$ cat src/rtl/assert_macros.svh
// assertion macros used by the rtl
`ifndef ASSERT_MACROS_SVH
`define ASSERT_MACROS_SVH
`ifndef SYNTH
// same-cycle implication
`define ASSERT_IMP(label, clk, rst_n, ante, cons) \
    label: assert property (@(posedge clk) disable iff (!rst_n) (ante) |-> (cons)) \
        else $error("assertion failed");
// next-cycle implication
`define ASSERT_NXT(label, clk, rst_n, ante, cons) \
    label: assert property (@(posedge clk) disable iff (!rst_n) (ante) |=> (cons)) \
        else $error("assertion failed");
`else
`define ASSERT_IMP(label, clk, rst_n, ante, cons)
`define ASSERT_NXT(label, clk, rst_n, ante, cons)
`endif
`endif

$ cat src/rtl/csg_pkg.sv
package csg_pkg;

    // field widths
    localparam int OP_W       = 3;
    localparam int COORD_W    = 16;
    localparam int RW_W       = 15;
    localparam int SUB_W      = 4;
    localparam int COLOR_W    = 32;
    localparam int POS_OUT_W  = 12;
    localparam int LEN_W      = 13;
    localparam int DIM_W      = 13;

    // internal coordinate width, holds start + size + step
    localparam int CW         = 18;

    // divider
    localparam int DIV_STEPS  = RW_W;
    localparam int DIV_CNT_W  = $clog2(DIV_STEPS);

    // configuration port
    localparam int CFG_IDX_W  = 1;
    localparam int CFG_DATA_W = DIM_W;
    localparam logic [CFG_IDX_W-1:0] CFG_WIDTH  = 1'b0;
    localparam logic [CFG_IDX_W-1:0] CFG_HEIGHT = 1'b1;
    localparam logic [DIM_W-1:0]     SURF_RESET = 13'd1024;

    // opcodes
    localparam logic [OP_W-1:0] OP_DOT  = 3'd0;
    localparam logic [OP_W-1:0] OP_HL   = 3'd1;
    localparam logic [OP_W-1:0] OP_VL   = 3'd2;
    localparam logic [OP_W-1:0] OP_RECT = 3'd3;
    localparam logic [OP_W-1:0] OP_GRID = 3'd4;

    // span jobs selected by the controller
    typedef logic [3:0] t_job;
    localparam t_job J_NONE  = 4'd0;
    localparam t_job J_DOT   = 4'd1;
    localparam t_job J_HL    = 4'd2;
    localparam t_job J_VL    = 4'd3;
    localparam t_job J_RTOP  = 4'd4;
    localparam t_job J_RBOT  = 4'd5;
    localparam t_job J_RLEFT = 4'd6;
    localparam t_job J_RRGT  = 4'd7;
    localparam t_job J_GV    = 4'd8;
    localparam t_job J_GH    = 4'd9;

    // grid cursor operations
    typedef logic [1:0] t_cur_op;
    localparam t_cur_op CUR_HOLD   = 2'd0;
    localparam t_cur_op CUR_LOAD_X = 2'd1;
    localparam t_cur_op CUR_LOAD_Y = 2'd2;
    localparam t_cur_op CUR_STEP   = 2'd3;

    typedef struct packed {
        logic [OP_W-1:0]           opcode;
        logic signed [COORD_W-1:0] pos_x;
        logic signed [COORD_W-1:0] pos_y;
        logic signed [COORD_W-1:0] end_coord;
        logic [RW_W-1:0]           rect_w;
        logic [RW_W-1:0]           rect_h;
        logic [SUB_W-1:0]          subdivisions;
        logic [COLOR_W-1:0]        color;
    } t_req;

    typedef struct packed {
        logic [POS_OUT_W-1:0] span_x;
        logic [POS_OUT_W-1:0] span_y;
        logic [LEN_W-1:0]     span_len;
        logic                 vertical;
        logic [COLOR_W-1:0]   span_color;
        logic                 bad_request;
        logic                 last;
    } t_span;

    typedef struct packed {
        logic    load;
        logic    div_step;
        t_job    job;
        logic    span_eval;
        logic    flush;
        logic    emit_err;
        t_cur_op cur_op;
    } t_cmd;

    typedef struct packed {
        logic div_last;
        logic grid_bad;
        logic loop_end;
    } t_sts;

endpackage

$ cat src/rtl/csg_ctrl.sv
module csg_ctrl (
    input  logic                      i_clk,
    input  logic                      i_rst_n,
    input  logic                      i_start,
    input  logic [csg_pkg::OP_W-1:0]  i_opcode,
    input  csg_pkg::t_sts             i_sts,
    output csg_pkg::t_cmd             o_cmd,
    output logic                      o_busy
);
    import csg_pkg::*;

    localparam logic [3:0] ST_IDLE  = 4'd0;
    localparam logic [3:0] ST_DOT   = 4'd1;
    localparam logic [3:0] ST_HL    = 4'd2;
    localparam logic [3:0] ST_VL    = 4'd3;
    localparam logic [3:0] ST_RTOP  = 4'd4;
    localparam logic [3:0] ST_RBOT  = 4'd5;
    localparam logic [3:0] ST_RLEFT = 4'd6;
    localparam logic [3:0] ST_RRGT  = 4'd7;
    localparam logic [3:0] ST_DIV   = 4'd8;
    localparam logic [3:0] ST_GCHK  = 4'd9;
    localparam logic [3:0] ST_GV    = 4'd10;
    localparam logic [3:0] ST_GH    = 4'd11;
    localparam logic [3:0] ST_ERR   = 4'd12;
    localparam logic [3:0] ST_FLUSH = 4'd13;

    logic [3:0] r_state;
    logic [3:0] n_state;

    // next state and commands
    always_comb begin
        n_state = r_state;
        o_cmd   = '0;
        unique case (r_state)
            ST_IDLE: begin
                if (i_start) begin
                    o_cmd.load = 1'b1;
                    unique case (i_opcode)
                        OP_DOT:  n_state = ST_DOT;
                        OP_HL:   n_state = ST_HL;
                        OP_VL:   n_state = ST_VL;
                        OP_RECT: n_state = ST_RTOP;
                        OP_GRID: n_state = ST_DIV;
                        default: n_state = ST_IDLE;
                    endcase
                end
            end
            ST_DOT: begin
                o_cmd.job       = J_DOT;
                o_cmd.span_eval = 1'b1;
                n_state         = ST_FLUSH;
            end
            ST_HL: begin
                o_cmd.job       = J_HL;
                o_cmd.span_eval = 1'b1;
                n_state         = ST_FLUSH;
            end
            ST_VL: begin
                o_cmd.job       = J_VL;
                o_cmd.span_eval = 1'b1;
                n_state         = ST_FLUSH;
            end
            ST_RTOP: begin
                o_cmd.job       = J_RTOP;
                o_cmd.span_eval = 1'b1;
                n_state         = ST_RBOT;
            end
            ST_RBOT: begin
                o_cmd.job       = J_RBOT;
                o_cmd.span_eval = 1'b1;
                n_state         = ST_RLEFT;
            end
            ST_RLEFT: begin
                o_cmd.job       = J_RLEFT;
                o_cmd.span_eval = 1'b1;
                n_state         = ST_RRGT;
            end
            ST_RRGT: begin
                o_cmd.job       = J_RRGT;
                o_cmd.span_eval = 1'b1;
                n_state         = ST_FLUSH;
            end
            ST_DIV: begin
                o_cmd.div_step = 1'b1;
                if (i_sts.div_last) begin
                    n_state = ST_GCHK;
                end
            end
            ST_GCHK: begin
                if (i_sts.grid_bad) begin
                    n_state = ST_ERR;
                end else begin
                    o_cmd.cur_op = CUR_LOAD_X;
                    n_state      = ST_GV;
                end
            end
            ST_GV: begin
                o_cmd.job       = J_GV;
                o_cmd.span_eval = 1'b1;
                if (i_sts.loop_end) begin
                    o_cmd.cur_op = CUR_LOAD_Y;
                    n_state      = ST_GH;
                end else begin
                    o_cmd.cur_op = CUR_STEP;
                end
            end
            ST_GH: begin
                o_cmd.job       = J_GH;
                o_cmd.span_eval = 1'b1;
                if (i_sts.loop_end) begin
                    n_state = ST_FLUSH;
                end else begin
                    o_cmd.cur_op = CUR_STEP;
                end
            end
            ST_ERR: begin
                o_cmd.emit_err = 1'b1;
                n_state        = ST_IDLE;
            end
            ST_FLUSH: begin
                o_cmd.flush = 1'b1;
                n_state     = ST_IDLE;
            end
            default: begin
                n_state = ST_IDLE;
            end
        endcase
    end

    // state register
    always_ff @(posedge i_clk) begin
        if (!i_rst_n) begin
            r_state <= ST_IDLE;
        end else begin
            r_state <= n_state;
        end
    end

    assign o_busy = (r_state != ST_IDLE);

endmodule

$ cat src/rtl/csg_dpath.sv
module csg_dpath #(
    parameter int MAX_SURFACE_DIM  = 4096,
    parameter int MAX_SUBDIVISIONS = 15
) (
    input  logic                            i_clk,
    input  logic                            i_rst_n,
    input  logic                            i_cfg_we,
    input  logic [csg_pkg::CFG_IDX_W-1:0]   i_cfg_idx,
    input  logic [csg_pkg::CFG_DATA_W-1:0]  i_cfg_data,
    input  csg_pkg::t_req                   i_req,
    input  csg_pkg::t_cmd                   i_cmd,
    output csg_pkg::t_sts                   o_sts,
    output logic                            o_span_valid,
    output csg_pkg::t_span                  o_span
);
    import csg_pkg::*;

    // surface registers
    logic [DIM_W-1:0] r_surf_w;
    logic [DIM_W-1:0] r_surf_h;
    logic [DIM_W-1:0] dim_w;
    logic [DIM_W-1:0] dim_h;

    // held request
    logic signed [CW-1:0] r_px;
    logic signed [CW-1:0] r_py;
    logic signed [CW-1:0] r_ec;
    logic signed [CW-1:0] r_xe;
    logic signed [CW-1:0] r_ye;
    logic [SUB_W-1:0]     r_sub;
    logic [COLOR_W-1:0]   r_color;

    // step dividers, quotient builds up in the dividend register
    logic [RW_W-1:0]      r_qx;
    logic [RW_W-1:0]      r_qy;
    logic [SUB_W-1:0]     r_remx;
    logic [SUB_W-1:0]     r_remy;
    logic [DIV_CNT_W-1:0] r_div_cnt;
    logic [SUB_W:0]       remx_sh;
    logic [SUB_W:0]       remy_sh;
    logic                 gex;
    logic                 gey;

    // grid cursor
    logic signed [CW-1:0] r_cur;
    logic signed [CW-1:0] c_next;
    logic signed [CW-1:0] end_sel;
    logic [RW_W-1:0]      step_sel;

    // span evaluation
    logic signed [CW-1:0] a1;
    logic signed [CW-1:0] a2;
    logic signed [CW-1:0] fx;
    logic                 vert;
    logic                 strict;
    logic [DIM_W-1:0]     lim_a;
    logic [DIM_W-1:0]     lim_f;
    logic signed [CW-1:0] lim_a_s;
    logic signed [CW-1:0] lim_f_s;
    logic signed [CW-1:0] top_s;
    logic signed [CW-1:0] ca;
    logic signed [CW-1:0] cb;
    logic signed [CW-1:0] lo;
    logic signed [CW-1:0] hi;
    logic signed [CW-1:0] len;
    logic                 sp_ok;
    t_span                sp_new;
    t_span                err_span;
    t_span                pend_fin;

    // pending span and output register
    logic  r_pend_valid;
    t_span r_pend;
    logic  r_out_valid;
    t_span r_out;

    // configuration writes
    always_ff @(posedge i_clk) begin
        if (!i_rst_n) begin
            r_surf_w <= SURF_RESET;
            r_surf_h <= SURF_RESET;
        end else if (i_cfg_we) begin
            unique case (i_cfg_idx)
                CFG_WIDTH:  r_surf_w <= i_cfg_data;
                CFG_HEIGHT: r_surf_h <= i_cfg_data;
                default: ;
            endcase
        end
    end

    // saturate surface size
    assign dim_w = (32'(r_surf_w) > MAX_SURFACE_DIM) ? DIM_W'(MAX_SURFACE_DIM) : r_surf_w;
    assign dim_h = (32'(r_surf_h) > MAX_SURFACE_DIM) ? DIM_W'(MAX_SURFACE_DIM) : r_surf_h;

    // request capture and far edges
    always_ff @(posedge i_clk) begin
        if (i_cmd.load) begin
            r_px    <= $signed({{(CW-COORD_W){i_req.pos_x[COORD_W-1]}}, i_req.pos_x});
            r_py    <= $signed({{(CW-COORD_W){i_req.pos_y[COORD_W-1]}}, i_req.pos_y});
            r_ec    <= $signed({{(CW-COORD_W){i_req.end_coord[COORD_W-1]}}, i_req.end_coord});
            r_xe    <= $signed({{(CW-COORD_W){i_req.pos_x[COORD_W-1]}}, i_req.pos_x})
                     + $signed({{(CW-RW_W){1'b0}}, i_req.rect_w});
            r_ye    <= $signed({{(CW-COORD_W){i_req.pos_y[COORD_W-1]}}, i_req.pos_y})
                     + $signed({{(CW-RW_W){1'b0}}, i_req.rect_h});
            r_sub   <= i_req.subdivisions;
            r_color <= i_req.color;
        end
    end

    // restoring division, one quotient bit per cycle on each axis
    assign remx_sh = {r_remx, r_qx[RW_W-1]};
    assign remy_sh = {r_remy, r_qy[RW_W-1]};
    assign gex     = (remx_sh >= {1'b0, r_sub});
    assign gey     = (remy_sh >= {1'b0, r_sub});

    always_ff @(posedge i_clk) begin
        if (i_cmd.load) begin
            r_qx   <= i_req.rect_w;
            r_qy   <= i_req.rect_h;
            r_remx <= '0;
            r_remy <= '0;
        end else if (i_cmd.div_step) begin
            r_qx   <= {r_qx[RW_W-2:0], gex};
            r_qy   <= {r_qy[RW_W-2:0], gey};
            r_remx <= gex ? SUB_W'(remx_sh - {1'b0, r_sub}) : remx_sh[SUB_W-1:0];
            r_remy <= gey ? SUB_W'(remy_sh - {1'b0, r_sub}) : remy_sh[SUB_W-1:0];
        end
    end

    always_ff @(posedge i_clk) begin
        if (!i_rst_n) begin
            r_div_cnt <= '0;
        end else if (i_cmd.load) begin
            r_div_cnt <= DIV_CNT_W'(DIV_STEPS - 1);
        end else if (i_cmd.div_step && (r_div_cnt != '0)) begin
            r_div_cnt <= r_div_cnt - 1'b1;
        end
    end

    // grid cursor advance
    assign step_sel = (i_cmd.job == J_GH) ? r_qy : r_qx;
    assign end_sel  = (i_cmd.job == J_GH) ? r_ye : r_xe;
    assign c_next   = r_cur + $signed({{(CW-RW_W){1'b0}}, step_sel});

    always_ff @(posedge i_clk) begin
        unique case (i_cmd.cur_op)
            CUR_HOLD:   r_cur <= r_cur;
            CUR_LOAD_X: r_cur <= r_px;
            CUR_LOAD_Y: r_cur <= r_py;
            CUR_STEP:   r_cur <= c_next;
            default:    r_cur <= r_cur;
        endcase
    end

    // status to the controller
    always_comb begin
        o_sts.div_last = (r_div_cnt == '0);
        o_sts.grid_bad = (r_sub == '0) || (32'(r_sub) > MAX_SUBDIVISIONS)
                       || (r_qx == '0) || (r_qy == '0);
        o_sts.loop_end = (c_next > end_sel);
    end

    // span endpoints for the current job
    always_comb begin
        a1     = r_px;
        a2     = r_px;
        fx     = r_py;
        vert   = 1'b0;
        strict = 1'b0;
        unique case (i_cmd.job)
            J_DOT: begin
                strict = 1'b1;
            end
            J_HL: begin
                a2 = r_ec;
            end
            J_VL: begin
                a1   = r_py;
                a2   = r_ec;
                fx   = r_px;
                vert = 1'b1;
            end
            J_RTOP: begin
                a2 = r_xe;
            end
            J_RBOT: begin
                a2 = r_xe;
                fx = r_ye;
            end
            J_RLEFT: begin
                a1   = r_py;
                a2   = r_ye;
                fx   = r_px;
                vert = 1'b1;
            end
            J_RRGT: begin
                a1   = r_py;
                a2   = r_ye;
                fx   = r_xe;
                vert = 1'b1;
            end
            J_GV: begin
                a1   = r_py;
                a2   = r_ye;
                fx   = r_cur;
                vert = 1'b1;
            end
            J_GH: begin
                a2 = r_xe;
                fx = r_cur;
            end
            default: ;
        endcase
    end

    // clip test and clamp of both ends
    always_comb begin
        lim_a   = vert ? dim_h : dim_w;
        lim_f   = vert ? dim_w : dim_h;
        lim_a_s = $signed({{(CW-DIM_W){1'b0}}, lim_a});
        lim_f_s = $signed({{(CW-DIM_W){1'b0}}, lim_f});
        top_s   = CW'(lim_a_s - 1);
        sp_ok   = (lim_a != '0) && (fx >= 0) && (fx < lim_f_s)
                && (!strict || ((a1 >= 0) && (a1 < lim_a_s)));
        ca      = (a1 < 0) ? '0 : ((a1 > top_s) ? top_s : a1);
        cb      = (a2 < 0) ? '0 : ((a2 > top_s) ? top_s : a2);
        lo      = (ca < cb) ? ca : cb;
        hi      = (ca < cb) ? cb : ca;
        len     = CW'(hi - lo + 1);

        sp_new             = '0;
        sp_new.span_x      = vert ? fx[POS_OUT_W-1:0] : lo[POS_OUT_W-1:0];
        sp_new.span_y      = vert ? lo[POS_OUT_W-1:0] : fx[POS_OUT_W-1:0];
        sp_new.span_len    = len[LEN_W-1:0];
        sp_new.vertical    = vert;
        sp_new.span_color  = r_color;

        err_span             = '0;
        err_span.bad_request = 1'b1;
        err_span.last        = 1'b1;

        // held span marked as the final one of its request
        pend_fin      = r_pend;
        pend_fin.last = 1'b1;
    end

    // one-deep hold so the final span can carry last
    always_ff @(posedge i_clk) begin
        if (!i_rst_n) begin
            r_pend_valid <= 1'b0;
            r_out_valid  <= 1'b0;
        end else begin
            r_out_valid <= 1'b0;
            priority if (i_cmd.emit_err) begin
                r_out_valid <= 1'b1;
            end else if (i_cmd.flush) begin
                r_out_valid  <= r_pend_valid;
                r_pend_valid <= 1'b0;
            end else if (i_cmd.span_eval && sp_ok) begin
                r_out_valid  <= r_pend_valid;
                r_pend_valid <= 1'b1;
            end
        end
    end

    always_ff @(posedge i_clk) begin
        priority if (i_cmd.emit_err) begin
            r_out <= err_span;
        end else if (i_cmd.flush) begin
            r_out <= pend_fin;
        end else if (i_cmd.span_eval && sp_ok) begin
            r_out  <= r_pend;
            r_pend <= sp_new;
        end
    end

    assign o_span_valid = r_out_valid;
    assign o_span       = r_out;

endmodule

$ cat src/rtl/clipped_axis_line_span_generator_unit.sv
// channel   | transfer when                 | payload
// ----------+-------------------------------+------------------
// request   | start high while busy low     | i_req (t_req)
// result    | o_span_valid high, one cycle  | o_span (t_span)
// config    | i_cfg_we high                 | i_cfg_idx, i_cfg_data
//
// a dot or line keeps busy high through its span state and the flush state, a
// rectangle through its top, bottom, left and right edge states and the flush;
// a grid runs its two restoring dividers and a check, then each candidate span
// (at most 60) in turn and the flush; a grid error takes the error state instead
// each result appears in the cycle after the next span or the flush confirms it,
// so the last one comes in the first cycle with busy low
// synchronous active-low reset, surface size returns to 1024 by 1024
// results cannot be stalled: each is valid for exactly one cycle
`include "assert_macros.svh"

module clipped_axis_line_span_generator_unit #(
    parameter int MAX_SURFACE_DIM  = 4096,
    parameter int MAX_SUBDIVISIONS = 15
) (
    input  logic                            i_clk,
    input  logic                            i_rst_n,
    input  logic                            start,
    output logic                            busy,
    input  csg_pkg::t_req                   i_req,
    output logic                            o_span_valid,
    output csg_pkg::t_span                  o_span,
    input  logic                            i_cfg_we,
    input  logic [csg_pkg::CFG_IDX_W-1:0]   i_cfg_idx,
    input  logic [csg_pkg::CFG_DATA_W-1:0]  i_cfg_data
);
    import csg_pkg::*;

    t_cmd cmd;
    t_sts sts;

    // sequencer
    csg_ctrl u_ctrl (
        .i_clk    (i_clk),
        .i_rst_n  (i_rst_n),
        .i_start  (start),
        .i_opcode (i_req.opcode),
        .i_sts    (sts),
        .o_cmd    (cmd),
        .o_busy   (busy)
    );

    // clip, divide and output path
    csg_dpath #(
        .MAX_SURFACE_DIM  (MAX_SURFACE_DIM),
        .MAX_SUBDIVISIONS (MAX_SUBDIVISIONS)
    ) u_dpath (
        .i_clk        (i_clk),
        .i_rst_n      (i_rst_n),
        .i_cfg_we     (i_cfg_we),
        .i_cfg_idx    (i_cfg_idx),
        .i_cfg_data   (i_cfg_data),
        .i_req        (i_req),
        .i_cmd        (cmd),
        .o_sts        (sts),
        .o_span_valid (o_span_valid),
        .o_span       (o_span)
    );

    // checks
    `ASSERT_IMP(a_out_busy, i_clk, i_rst_n, o_span_valid, $past(busy))
    `ASSERT_IMP(a_err_shape, i_clk, i_rst_n, o_span_valid && o_span.bad_request, o_span.last && (o_span.span_len == '0))
    `ASSERT_IMP(a_span_len, i_clk, i_rst_n, o_span_valid && !o_span.bad_request, o_span.span_len != '0)
    `ASSERT_NXT(a_last_gap, i_clk, i_rst_n, o_span_valid && o_span.last, !o_span_valid)
    `ASSERT_IMP(a_div_seq, i_clk, i_rst_n, cmd.div_step, $past(cmd.div_step) || $past(cmd.load))

endmodule

$ cat config.mk
export PLATFORM = sky130hd
export DESIGN_NAME = clipped_axis_line_span_generator_unit
export DESIGN_NICKNAME = d
export VERILOG_FILES = /design/src/rtl/csg_pkg.sv /design/src/rtl/csg_ctrl.sv /design/src/rtl/csg_dpath.sv /design/src/rtl/clipped_axis_line_span_generator_unit.sv
export VERILOG_INCLUDE_DIRS = /design/src /design/src/rtl
export SDC_FILE = /design/constraint.sdc
export NUM_CORES = 1
export LEC_CHECK = 0
export ABC_AREA = 1
export BUFFER_PORTS_ARGS = -buffer_cell sky130_fd_sc_hd__clkbuf_2
export CORE_MARGIN = 2
export CORE_UTILIZATION = 50
export CTS_CLUSTER_DIAMETER = 30
export DETAILED_ROUTE_END_ITERATION = 8
export PLACE_DENSITY = 0.69
export SLEW_MARGIN = 10
export SYNTH_ARGS = -nofsm -noshare
export SYNTH_HDL_FRONTEND = slang
export SYNTH_SLANG_ARGS = --single-unit
$ cat constraint.sdc
create_clock -name i_clk -period 10.7 [get_ports i_clk]
set_input_delay 2.675 -clock i_clk [delete_from_list [all_inputs] [get_ports i_clk]]
set_output_delay 2.675 -clock i_clk [all_outputs]
set_load 0.02 [all_outputs]
After elaboration in Yosys (flattened, before gate mapping):

Cells that the tools add are included.

* add/subtract/negate cells: 9
* $lt $le $gt $ge: 14
* eq/ne operators: 33
* multiplexer cells: 52
* bitwise logic cells: 4
* reduce and logical (&&, ||, !) cells: 37

Operators with widths (count)
* 2-to-1 mux 72 bit: 2
* 2-to-1 mux 18 bit: 6
* case mux 18 bit (3 select lines): 2
* 2-to-1 mux 13 bit: 6
* 2-to-1 mux 15 bit: 5
* case mux 18 bit (4 select lines): 1
* case mux 5 bit (9 select lines): 1
* greater-or-equal comparator 18 x 1 -> 1 bit (second input constant): 2
* > comparator 18 x 14 -> 1 bit: 2
* < comparator 18 x 1 -> 1 bit (second input constant): 2
* < comparator 18 x 14 -> 1 bit: 2
* case mux 4 bit (9 select lines): 1
* adder 16 x 16 -> 17 bit: 2
* == test 4 x 3 -> 1 bit (second input constant): 8
* == test 4 bit (second input constant): 8
* 2-to-1 mux 4 bit: 8
* logical NOT 15 bit: 2
* > comparator 13 bit (second input constant): 2
* 2-to-1 mux 12 bit: 2
* case mux 4 bit (5 select lines): 1
* adder 18 x 16 -> 18 bit: 1
* > comparator 18 bit: 1
* < comparator 18 bit: 1
* == test 4 x 2 -> 1 bit (second input constant): 4
* other kinds (33): 77

* flip-flop bits (word level): 354
* word-level logic and storage cells: 180

Longest topological paths before layout:

* depth after elaboration: 14
* depth in mapped cells: 58
* gate-level depth less buffers: 56

By module:

A second synthesis with hierarchy kept.

* cells, all modules: 2409
* area total of the unflattened synthesis: 20424.6 sq um

Modules (own cells, without submodules)
* csg_dpath: instances 1, cells each 2326, area each 19981.7 sq um, seq. area each 9328.9 sq um
* csg_ctrl: instances 1, cells each 83, area each 442.9 sq um, seq. area each 80.1 sq um

Worst setup path before layout:

OpenSTA, ideal clock, no wires.

* kind: register to register
* start: reg u_ctrl.r_state[1]
* end: reg u_dpath.r_pend, in the netlist u_dpath.pend_fin[47] (data pin)
* setup time: 0.252 ns
* arrival: 7.129 ns
* required time: 10.448 ns
* slack: 3.319 ns
* stages on the path, launching flop included: 55
* buffers on the path: 3
* period minus slack after synthesis: 7.381 ns
* cell sequence: dfxtp_1 -> buf_2 -> nand2_1 -> inv_1 -> nand2_2 -> nand3_4 -> inv_2 -> buf_6 -> nand2_1 -> nand2_1 -> nand3_2 -> nor3_1 -> nand4_1 -> nor3_1 -> inv_1 -> ha_1 -> nand2_1 -> inv_1 -> [19 not listed] -> o21ai_1 -> nand2_1 -> inv_1 -> ha_1 -> nand3_1 -> nand2_1 -> a21oi_1 -> o21bai_1 -> a21oi_1 -> o21bai_1 -> nand3_1 -> nand2_1 -> a21oi_1 -> o21bai_1 -> xnor2_1 -> inv_1 -> nand2_1 -> nand2_1

* longest elaborated chain between the ends: 14

RTL lines
* from (decl): line csg_ctrl.sv:27 `logic [3:0] r_state;`
* from (signal assigned): line csg_ctrl.sv:135 `r_state <= n_state;`
* == test 4 bit (tied with other cells): line csg_ctrl.sv:34 `unique case (r_state)`
* case mux 5 bit (9 select lines) *: line csg_ctrl.sv:34
* == test 4 x 2 -> 1 bit (tied with other cells): line csg_dpath.sv:170 `unique case (i_cmd.job)`
* OR reduction 4 bit (no source line)
* 2-to-1 mux 1 bit: line csg_dpath.sv:170
* 2-to-1 mux 13 bit: line csg_dpath.sv:218 `lim_a = vert ? dim_h : dim_w;`
* subtractor 13 x 1 -> 14 bit: line csg_dpath.sv:222 `top_s = CW'(lim_a_s - 1);`
* > comparator 18 x 14 -> 1 bit (on tied branches): line csg_dpath.sv:225, csg_dpath.sv:226
* 2-to-1 mux 18 bit (on tied branches) (2 in a row): line csg_dpath.sv:225, csg_dpath.sv:226
* < comparator 18 bit: line csg_dpath.sv:227, csg_dpath.sv:228
* 2-to-1 mux 13 bit (on tied branches): line csg_dpath.sv:228, csg_dpath.sv:227
* subtractor 13 bit *: line csg_dpath.sv:229 `len = CW'(hi - lo + 1);`
* adder 13 x 2 -> 13 bit *: line csg_dpath.sv:229
* net u_dpath.len[12]: line csg_dpath.sv:65 `logic signed [CW-1:0] len;`
* to (signal assigned): line csg_dpath.sv:273 `r_pend <= sp_new;`
* to (decl): line csg_dpath.sv:73 `t_span r_pend;`

Mark *: on every way through the listed nets, which the timed path passes. The rest lies on a longest branch.
A chain may end at the register's enable or synchronous reset.

Final worst setup path:

* start: reg u_ctrl.r_state[2]
* end: reg u_dpath.r_pend, in the netlist u_dpath.pend_fin[47] (data pin)

Same word-level chain as after synthesis.

==> impl_metrics.yaml <==
outcome:
  status: "completed"
detailed_routing:
  postRouteAntennaNets: 0
  first_pass_iters: 5
  wirelength_mm: 59.1
  vias_per_cell: 5.48
  vias: 17700
  route.detailed.drc: 0
  wl_per_cell_um: 18.3
  drt-initial-drc-count: 1332
yosys:
  synth_edf_count: 236
  syn_area_sq_um: 20400
  syn_nets: 2719
  yosysTopAreaCell: "edfxtp_1"
  seq_area_frac_synth_pct: 46.0
  synth.distinct_cells: 52
  dominantRegCellSynth: "edfxtp_1"
  yosysWarnings: 0
  syn-instance-count: 2419
  syn_avg_cell_area_sq_um: 8.45
  async_reset_ff_share_pct: 0
  ys_top_cells_by_area: "edfxtp_1, dfxtp_1, ha_1, nand2_1, nor2_1"
  synth.ff_latch_count: 352
  synth_top_area_share_pct: 34.7
critical_path:
  critPathArrivalTime_ns: 9.78
  worst_path_largest_cell_delay_ns: 0.47
  required_ns: 11.06
  critical_path_class: "reg2reg"
  r2r_slack_ns: 1.28
  path_buf_inv: 10
  critPathTopFamily: "simple AND/OR/NAND/NOR gates"
  worst_path_max_delay_cell: "buf_4"
  rr_endpoint: "u_dpath.pend_fin[47]"
  cp_max_fo: 49
  path_common_cell: "nand2_1"
  reg2reg_from: "u_ctrl.r_state[2]"
  startpoint_type: "flip-flop"
  r2r_cells: 52
  end_kind: "flip-flop"
die:
  rows: 74
  design.core.area_sq_um: 40600
  ioPinCount: 209
  dieArea_sq_um: 42500
  fp.dieH_um: 206
  dieWidth_um: 206
  start_util_pct: 50.4
sta:
  period_minus_slack_ns: 9.42
  fmax_mhz: 106
  slew_headroom_pct: 21.4
  hold_slack_ns: 0.400
  hold_violations: 0
  rsz0062_at_grt: "no"
  tns_ns: 0
  maxSlewViolCount: 0
  tightest_slew_ns: 1.18
  min_period_over_period_pct: 88.1
  fin_worst_skew_ns: 0.0223
  setup_viol_count_final: 0
placement:
  dp_cells: 3101
  dp_hpwl_mm: 45.7
  place.gp.congestion: 0.966
  port_buffers: 208
global_route:
  first_global_vias: 16700
  grt.total_usage_pct: 27.9
  grt_pass1_wl_mm: 90.8
  antenna_found_initial: 0
  grt_overflow: 0
  grt_max_degree: 93
cts:
  htree_levels: 3
  cts_made_buffers: 71
  clock_sinks: 352
  cts_resized: 0
  clock_latency_ns: 0.61
  clk_pin_slew_ns: 0.05
  cts.path.max_buffers: 3
  cts_tree: "done"
  hold_buffers: 0
  postCtsSetupBuffers: 0
  clockRootBuffer: "clkbuf_16"
flow_run:
  drv_cap: 0
min_path:
  worstHoldPathType: "reg2reg"
  min_path_cells: 0
  hold_start: "u_dpath.r_color[11]"
  whs_endpoint: "u_dpath.pend_fin[13]"
finish:
  final_cell_mix: "nand2_1, nor2_1, inv_1, edfxtp_1, clkbuf_2"
  diodes: 0
  drive_above_1_share_pct: 14.6
  stdcell_count: 3233
  layout.nets: 2942
  final_common_cell: "nand2_1"
  areaGrowthSynthToFinish_pct: 20.3
cells by family after synthesis:
| group | synth area share, % |
|---|---|
| compound gates | 13.6 |
| simple gates | 20.5 |
| mux | 0.0980 |
| fa+ha+maj | 10.3 |
| flops | 46.0 |
| buf+inv | 6.70 |
| xor+xnor | 2.79 |
metrics by stage:
stage / area (sq um) / worst slack [ns] / utilization, %
floorplan: 20400 / 3.32 / -
global placement: 22000 / 1.68 / 54.2
detailed placement: 22000 / 1.37 / 54.2
CTS: 24600 / 1.31 / 60.6
global route: 24600 / 0.119 / 60.6
finish: 24600 / 1.28 / 60.6
state kept, by name (all words and copies together), names as in the netlist:
signal                count
u_dpath.r_surf_h         13
u_dpath.r_ec             16
u_dpath.r_xe             17
u_dpath.r_qy             15
u_dpath.r_px             16
u_dpath.r_remx            4
u_dpath.r_ye             17
u_dpath.r_cur            18
u_dpath.r_remy            4
u_dpath.r_qx             15
u_dpath.o_span           72
u_ctrl.r_state            4
u_dpath.r_sub             4
u_dpath.r_div_cnt         4
u_dpath.o_span_valid      1
u_dpath.r_pend_valid      1
u_dpath.r_surf_w         13
u_dpath.r_color          32
u_dpath.r_py             16
u_dpath.pend_fin         70
per-layer routing:
metal	global-route usage (%)	up-vias	part of all wire, %	wire (um)
li1	-	8716	-	-
met1	36.1	8250	43	25400
met2	46.5	642	47	28000
met3	4.13	118	5.8	3450
met4	11.7	0	3.7	2210
met5	0	-	0	0
worst reg2reg max path: cells and delay by family, from the launching register on:
| kind | cells | cell delay [ns] |
|---|---|---|
| compound gates | 12 | 1.84 |
| xor+xnor | 2 | 0.38 |
| fa+ha+maj | 3 | 1.03 |
| buf+inv | 10 | 1.65 |
| flops | 1 | 0.43 |
| simple gates | 25 | 3.83 |
synthesized netlist by cell type (all sizes together) (12+ instances only):
master / instances
nand2: 530
nor2: 312
inv: 266
edfxtp: 236
o21ai: 217
ha: 159
dfxtp: 116
nand3: 116
a21oi: 113
clkbuf: 56
xor2: 53
o211ai: 30
buf: 25
nand4: 22
a31oi: 16
o2111ai: 16
o221ai: 16
nor3: 14
a22oi: 13
nor4: 12
xnor2: 12
worst max-delay path by stage:
| stage | end | depth (start not counted) | slack [ns] | startpoint |
|---|---|---|---|---|
| detailed placement | u_dpath.pend_fin[47] | 52 | 1.37 | u_ctrl.r_state[2] |
| global route | u_dpath.pend_fin[47] | 52 | 0.12 | u_ctrl.r_state[2] |
| floorplan | u_dpath.pend_fin[47] | 54 | 3.32 | u_ctrl.r_state[1] |
| global placement | u_dpath.pend_fin[47] | 52 | 1.68 | u_ctrl.r_state[1] |
| finish | u_dpath.pend_fin[47] | 52 | 1.28 | u_ctrl.r_state[2] |
| CTS | u_dpath.pend_fin[47] | 52 | 1.31 | u_ctrl.r_state[2] |
layout make-up:
cell class | count | area [sq um]
inverter | 270 | 1010
sequential | 352 | 9410
fill | 3518 | 16000
timing repair buffer | 231 | 1210
tap | 532 | 666
clock inverter | 48 | 757
clock buffer | 84 | 1850
multi-input combinational | 1716 | 9670
Power is left out: the tool's default activity adds up to more than one toggle a clock period on the data nets, which glitch-free logic cannot reach.
